==> config.mk <==
export PLATFORM = sky130hd
export DESIGN_NAME = trw_ctrl
export DESIGN_NICKNAME = d
export VERILOG_FILES = /design/src/rtl/core/trw_pkg.sv /design/src/rtl/core/trw_ctrl.sv
export SDC_FILE = /design/constraint.sdc
export NUM_CORES = 1
export LEC_CHECK = 0
export BUFFER_PORTS_ARGS = -buffer_cell sky130_fd_sc_hd__buf_4
export CORE_AREA = 2 2 39 41
export DETAILED_ROUTE_END_ITERATION = 16
export DIE_AREA = 0 0 41 43
export SLEW_MARGIN = 20
export SYNTH_ARGS = -nofsm -noshare
export SYNTH_HDL_FRONTEND = slang
export SYNTH_SLANG_ARGS = --single-unit
export TNS_END_PERCENT = 30
==> constraint.sdc <==
create_clock -name clk_i -period 2.1 [get_ports clk_i]
set_input_delay 0.63 -clock clk_i [delete_from_list [all_inputs] [get_ports clk_i]]
set_output_delay 0.63 -clock clk_i [all_outputs]
set_load 0.01 [all_outputs]
==> src/rtl/core/trw_pkg.sv <==
// ----------------------------------------------------------------------------
// trw_pkg
// shared constants, types and field layout of the wall column renderer
// ----------------------------------------------------------------------------
package trw_pkg;

  localparam int SCREEN_ROWS = 480;
  localparam int SCREEN_COLS = 640;
  localparam int TEX_SIZE    = 64;
  localparam int FACE_COUNT  = 4;
  localparam int TEX_BITS    = $clog2(TEX_SIZE);
  localparam int FACE_BITS   = $clog2(FACE_COUNT);
  localparam int STORE_DEPTH = FACE_COUNT * TEX_SIZE * TEX_SIZE;
  localparam int ADDR_W      = $clog2(STORE_DEPTH);
  localparam int ROW_W       = 12;
  localparam int IN_W        = 248;
  localparam int OUT_W       = 48;
  localparam int DVD_W       = TEX_BITS + 17;
  localparam int CNT_W       = $clog2(DVD_W + 1);

  // action codes
  localparam logic [1:0] ACT_LOAD  = 2'd0;
  localparam logic [1:0] ACT_BEGIN = 2'd1;
  localparam logic [1:0] ACT_TICK  = 2'd2;

  // config register indexes
  localparam logic CFG_SKY    = 1'b0;
  localparam logic CFG_GROUND = 1'b1;

  // pixel classes
  typedef enum logic [1:0] {
    CLS_SKY,
    CLS_WALL,
    CLS_GROUND
  } cls_e;

  typedef struct packed {
    logic tex_wr;
    logic col_begin;
    logic div_step;
    logic pos_mul;
    logic tick;
    logic emit;
  } cmd_t;

  typedef struct packed {
    logic div_done;
    logic active;
    logic out_busy;
  } stat_t;

endpackage

==> src/rtl/core/trw_ctrl.sv <==
// ----------------------------------------------------------------------------
// trw_ctrl
// sequencer for texel loads, column setup and row ticks
// ----------------------------------------------------------------------------
module trw_ctrl (
  input  logic           clk_i,
  input  logic           rst_ni,
  input  logic           in_valid_i,
  input  logic [1:0]     action_i,
  output logic           in_ready_o,
  input  trw_pkg::stat_t stat_i,
  output trw_pkg::cmd_t  cmd_o
);
  import trw_pkg::*;

  typedef enum logic [1:0] {
    S_IDLE,
    S_DIV,
    S_MUL,
    S_FETCH
  } state_e;

  state_e state_q;
  logic   acc;

  assign in_ready_o = (state_q == S_IDLE) && !stat_i.out_busy;
  assign acc        = in_valid_i && in_ready_o;

  always_comb begin
    cmd_o.tex_wr    = acc && (action_i == ACT_LOAD);
    cmd_o.col_begin = acc && (action_i == ACT_BEGIN);
    cmd_o.tick      = acc && (action_i == ACT_TICK) && stat_i.active;
    cmd_o.div_step  = (state_q == S_DIV) && !stat_i.div_done;
    cmd_o.pos_mul   = (state_q == S_MUL);
    cmd_o.emit      = (state_q == S_FETCH);
  end

  always_ff @(posedge clk_i or negedge rst_ni) begin
    if (!rst_ni) begin
      state_q <= S_IDLE;
    end else begin
      unique case (state_q)
        S_IDLE: begin
          if (cmd_o.col_begin) begin
            state_q <= S_DIV;
          end else if (cmd_o.tick) begin
            state_q <= S_FETCH;
          end
        end
        S_DIV: begin
          if (stat_i.div_done) begin
            state_q <= S_MUL;
          end
        end
        S_MUL:   state_q <= S_IDLE;
        S_FETCH: state_q <= S_IDLE;
        default: state_q <= S_IDLE;
      endcase
    end
  end

endmodule

======== Word level (Yosys, flattened, before mapping) ========
Index checks and enable logic that the tools add are counted.
word-level totals
  register bits ........................... 2
  output and inout port bits .............. 7
  word-level logic and storage cells ...... 25
  input bits .............................. 8
cells by class
  reduce and logical (&&, ||, !) cells .... 13
  equality and inequality tests ........... 7
  multiplexer cells ....................... 4
operators with widths
  kind                  number
  $logic_and A1 B1 Y1   7
  $eq A2 B2 Y1 const B  3
  $mux W2               3
  $pmux W2 S3           1
  $eq A2 B1 Y1 const B  2
  $logic_not A2 Y1      2
  $ne A3 B3 Y1 const B  1
  $logic_not A1 Y1      2
  $ne A2 B2 Y1 const B  1
  $reduce_and A2 Y1     1
  $reduce_or A2 Y1      1

======== Depth between registers and ports, before layout ========
  depth in word-level cells ............... 8
  mapped depth ............................ 3
  mapped depth without buffers ............ 3

======== Worst setup path before layout ========
Ideal clock, no wire load.
  path type ............................... input port to output port
  from .................................... input port stat_i[0] (netlist bit)
  to ...................................... output port cmd_o[5] (netlist bit)
  path buffers ............................ 0
  data arrival time ....................... 1.404 ns
  cell stages on the path ................. 2
  data required time ...................... 1.470 ns
  slack ................................... 0.066 ns
  cells stage by stage .................... or4b_4 nor3_1
RTL lines
  element          RTL line        source
  start, declared  trw_ctrl.sv:11  input trw_pkg::stat_t stat_i,
  end, declared    trw_ctrl.sv:12  output trw_pkg::cmd_t cmd_o

==> flow_results.org <==
** Run status
- The flow ran to the end, but the final reports show violations.
- The final reports fail on setup timing.

** Timing
- Dividing the final minimum period by the clock period gives 1.03.
- Worst-Margin Slew :: 0.220 ns
- Setup repair after global routing could not meet its margin everywhere.
- Number of max-slew violations in the final report :: 0
- After layout, the minimum clock period comes to 2.17 ns.
- Number of endpoints failing setup at the final stage :: 2
- Hold Fails Final Rpt :: 0
- Clock skew on the completed layout was measured at 0.00360 ns.
- Final hold analysis gives a worst-case slack of 0.176 ns.
- Headroom to the max-slew limit came out at 0.853.
- Setup slack of the critical path after layout :: -0.0694 ns
- Static timing analysis puts the maximum clock frequency at 0.461 GHz.

** CTS
- Post-CTS timing repair inserted 0 buffers for setup.
- Clock tree root driver cell :: sky130_fd_sc_hd__clkbuf_4
- The clock passes through at most 2 buffers.
- Hold_buf cts :: 0
- Sink Count :: 2
- Number of H-tree levels :: 1
- TritonCTS clock tree :: done
- After clock tree synthesis, the clock-pin slew on the worst setup and hold paths is 0.03 ns.
- The later pin in the worst-skew pair is clocked with a latency of 0.23 ns.
- Buffers inserted during clock tree synthesis total 3.

** Place
- Once detailed placement completed, the half-perimeter wirelength came to 349 um.
- At the end of routability-driven placement, the weighted congestion stood at 0.598.
- The count of buffers added on input and output ports is 14.
- Cell count after placement :: 48

** Worst setup path
- For the worst setup path, the data required time is 1.47 ns.
- Category of the worst setup path launch point :: input pin
- Across all register-to-register paths, the minimum setup slack is 0.81 ns.
- Capturing element type of the critical path :: output port
- In this run the worst path has a maximum fanout of 4.
- Worst R2R Path Depth :: 3
- R2r endpoint :: state_q[0]
- Reg2reg start :: state_q[1]
- Type of the setup path with the least slack :: input pin to output port
- Data on the critical path arrives at its endpoint at 1.54 ns.

** Layout
- The register with the most flip-flops in the layout has 2 of them.
- The largest registers in the layout are state_q: 2 flops.
- Number of antenna cells inserted :: 0
- Number of nets at the end of the flow :: 45
- Utilization after layout :: 0.232
- The count of cells in the finished layout, fillers not included, comes to 51.
- Compared with the post-synthesis result, the final layout area differs by 104%.
- Register with the most flip-flops :: state_q
- Share of final-layout standard cells stronger than drive strength 1 :: 0.657

** Floorplan
- In this run the vertical extent of the chip is 43 um.
- Die Outline Area :: 0.00176 mm^2
- For this configuration, the core starts out at a cell density of 0.114.
- The initialized floorplan defines 14 standard-cell rows.
- From left edge to right edge, the die measures 41 um.
- CORE AREA :: 0.00138 mm^2
- 15 I/O pins were placed.

** Power
- Of the total power, the share spent switching nets is 0.247.
- Comb power frac :: 0.246
- Relative contribution of sequential cells to total power :: 0.254
- The analysis attributes to cell leakage a power of 0.156 nW.
- In this run the power density over the cells is 540 mW/mm^2.
- Tot Pwr :: 0.000174 W
- Maximum ir drop on the vdd rail :: 0.0000851 V
- In this run the power spent charging and discharging nets is 0.0000429 W.
- Internal power comes to 0.000131 W.
- Of the total power, the clock network draws 0.500.

** Logic synthesis
- Syn_area_per_cell :: 9.27 um^2
- The portion of synthesized area spent on multiplexers is 0.
- Cell taking the most area after synthesis :: sky130_fd_sc_hd__dfrtp_1
- Number of flops mapped to enable cells by yosys :: 0
- The complex-gate fraction of the synthesized area came to 0.0635.
- The number of nets handed over by synthesis was 25.
- Top-area cell type share of the netlist area :: 0.317
- Commonest cells in the synthesized netlist :: 2 x sky130_fd_sc_hd__a21oi_1, 2 x sky130_fd_sc_hd__dfrtp_1, 2 x sky130_fd_sc_hd__nor3_1
- Ranked by total cell area, the synthesized netlist is headed by sky130_fd_sc_hd__dfrtp_1 32%, sky130_fd_sc_hd__or4b_4 8.7%, sky130_fd_sc_hd__nor3b_2 7.9%, sky130_fd_sc_hd__a21oi_1 6.3%, sky130_fd_sc_hd__nor3_1 6.3%.
- Gate Count Post-Synth :: 17
- After synthesis, the share of flip-flops with an asynchronous set or reset is 1.00.
- The mapped netlist covers 158 um^2.
- FF+latch count, synth :: 2
- Of the total synthesized cell area, the portion taken by XOR and XNOR cells is 0.
- After synthesis, the largest family of logic cells by area is simple AND/OR/NAND/NOR gates.
- The number of different library cells used by synthesis comes to 14.
- Among all flip-flop cells after synthesis, the most frequent one is sky130_fd_sc_hd__dfrtp_1.
- The Yosys step of the flow raised 0 warnings.
- For this run, the register share of the synthesized area comes to 0.317.
- Adder-cell area share of the yosys netlist :: 0
- Of the total synthesized cell area, the portion taken by AND, OR, NAND and NOR gates is 0.619.

** GRT
- In the global route stage, overall resource usage came out at 0.0651.
- Global route total overflow :: 0
- The number of global-route vias before repair is 190.
- Antenna violations before repair :: 0
- Maximum number of pins on one net before global-route repair :: 7
- The first global-routing pass estimated 731 um of wire.

** Detailed routing
- Vias after detailed routing :: 204
- The pre-antenna-repair detailed-routing pass consisted of 2 iterations.
- Count of nets left with antenna violations after detail routing :: 0
- Drt wl/cell :: 8.90 um
- After detailed routing, the total wire length is 454 um.
- The detailed router finished its first iteration with 2 violations.
- Number of vias per cell after detailed routing :: 4.00
- After detailed routing, the number of remaining DRC violations is 0.

** Min path
- The min-delay analysis places its worst path in the category input pin to asynchronous set/reset pin.

** Flow run
- Max-capacitance violation count :: 0
[metrics by stage]
step / area, um^2 / setup slack, ns / TNS [ns]
floorplan: 158 / 0.0656 / 0
finish: 322 / -0.0694 / -0.102
global placement: 290 / -0.114 / -0.234
CTS: 317 / -0.0627 / -0.123
detailed placement: 290 / -0.109 / -0.229
global route: 322 / -0.115 / -0.209
[worst max-delay path by stage]
| stage | from | endpoint | depth (start not counted) |
|---|---|---|---|
| floorplan | stat_i[0] | cmd_o[5] | 2 |
| global placement | stat_i[0] | cmd_o[4] | 4 |
| detailed placement | stat_i[0] | cmd_o[4] | 4 |
| CTS | stat_i[0] | cmd_o[4] | 4 |
| global route | state_q[1] | cmd_o[4] | 3 |
| finish | stat_i[0] | cmd_o[4] | 4 |
[cell usage in the layout, fill, tap and decap left out]
cell type and n:
sky130_fd_sc_hd__a21oi_1 2, sky130_fd_sc_hd__and2_2 1, sky130_fd_sc_hd__and2b_2 1, sky130_fd_sc_hd__buf_4 14, sky130_fd_sc_hd__buf_6 1, sky130_fd_sc_hd__clkbuf_4 3
sky130_fd_sc_hd__dfrtp_1 2, sky130_fd_sc_hd__nand2_1 1, sky130_fd_sc_hd__nand2b_1 1, sky130_fd_sc_hd__nand3b_1 1, sky130_fd_sc_hd__nor2_1 1, sky130_fd_sc_hd__nor3_1 1
sky130_fd_sc_hd__nor3_2 1, sky130_fd_sc_hd__nor3b_1 1, sky130_fd_sc_hd__nor3b_2 1, sky130_fd_sc_hd__or2_1 1, sky130_fd_sc_hd__or4b_1 1, sky130_fd_sc_hd__or4b_4 1
[layout make-up]
type	count	area (um^2)
well taps	16	20.0
multi-input cells	15	113
repair buffers	15	116
flip-flops and latches	2	50.0
clock buffers	3	22.5
fillers	160	1060
[power by group through the flow]
stage               Sequential (W)  Clock (W)  Combinational [W]
floorplan                0.0000448          0          0.0000158
global route             0.0000446  0.0000976          0.0000470
detailed placement       0.0000445          0          0.0000417
CTS                      0.0000441  0.0000918          0.0000424
finish                   0.0000441  0.0000869          0.0000426
global placement         0.0000445          0          0.0000415
[critical path: stages]
cell and delay, ns:
sky130_fd_sc_hd__buf_6 0.09, sky130_fd_sc_hd__or4b_4 0.51, sky130_fd_sc_hd__nor3b_2 0.17, sky130_fd_sc_hd__buf_4 0.14
[metal layers]
layer	part of all wire	track usage	routed length [um]
met3	0.077	0.0314	35
met1	0.33	0.0575	152
met4	0.035	0.0600	16
met2	0.55	0.100	250
met5	0	0	0
[cells by family (layout without fill, tap and decap cells)]
kind of cell,after synthesis,count (layout)
buffers and inverters,0,18
flip-flops,2,2
AO/OA/AOI/OAI,2,2
AND/OR/NAND/NOR,13,13
[repair_timing]
action / in CTS / in global routing
endpoints found under the hold margin: 0 / 0
resized for setup: 1 / 1
endpoints found under the setup margin: 3 / 3
pin swaps: 2 / 0
Power figures use the tool's default switching activity.
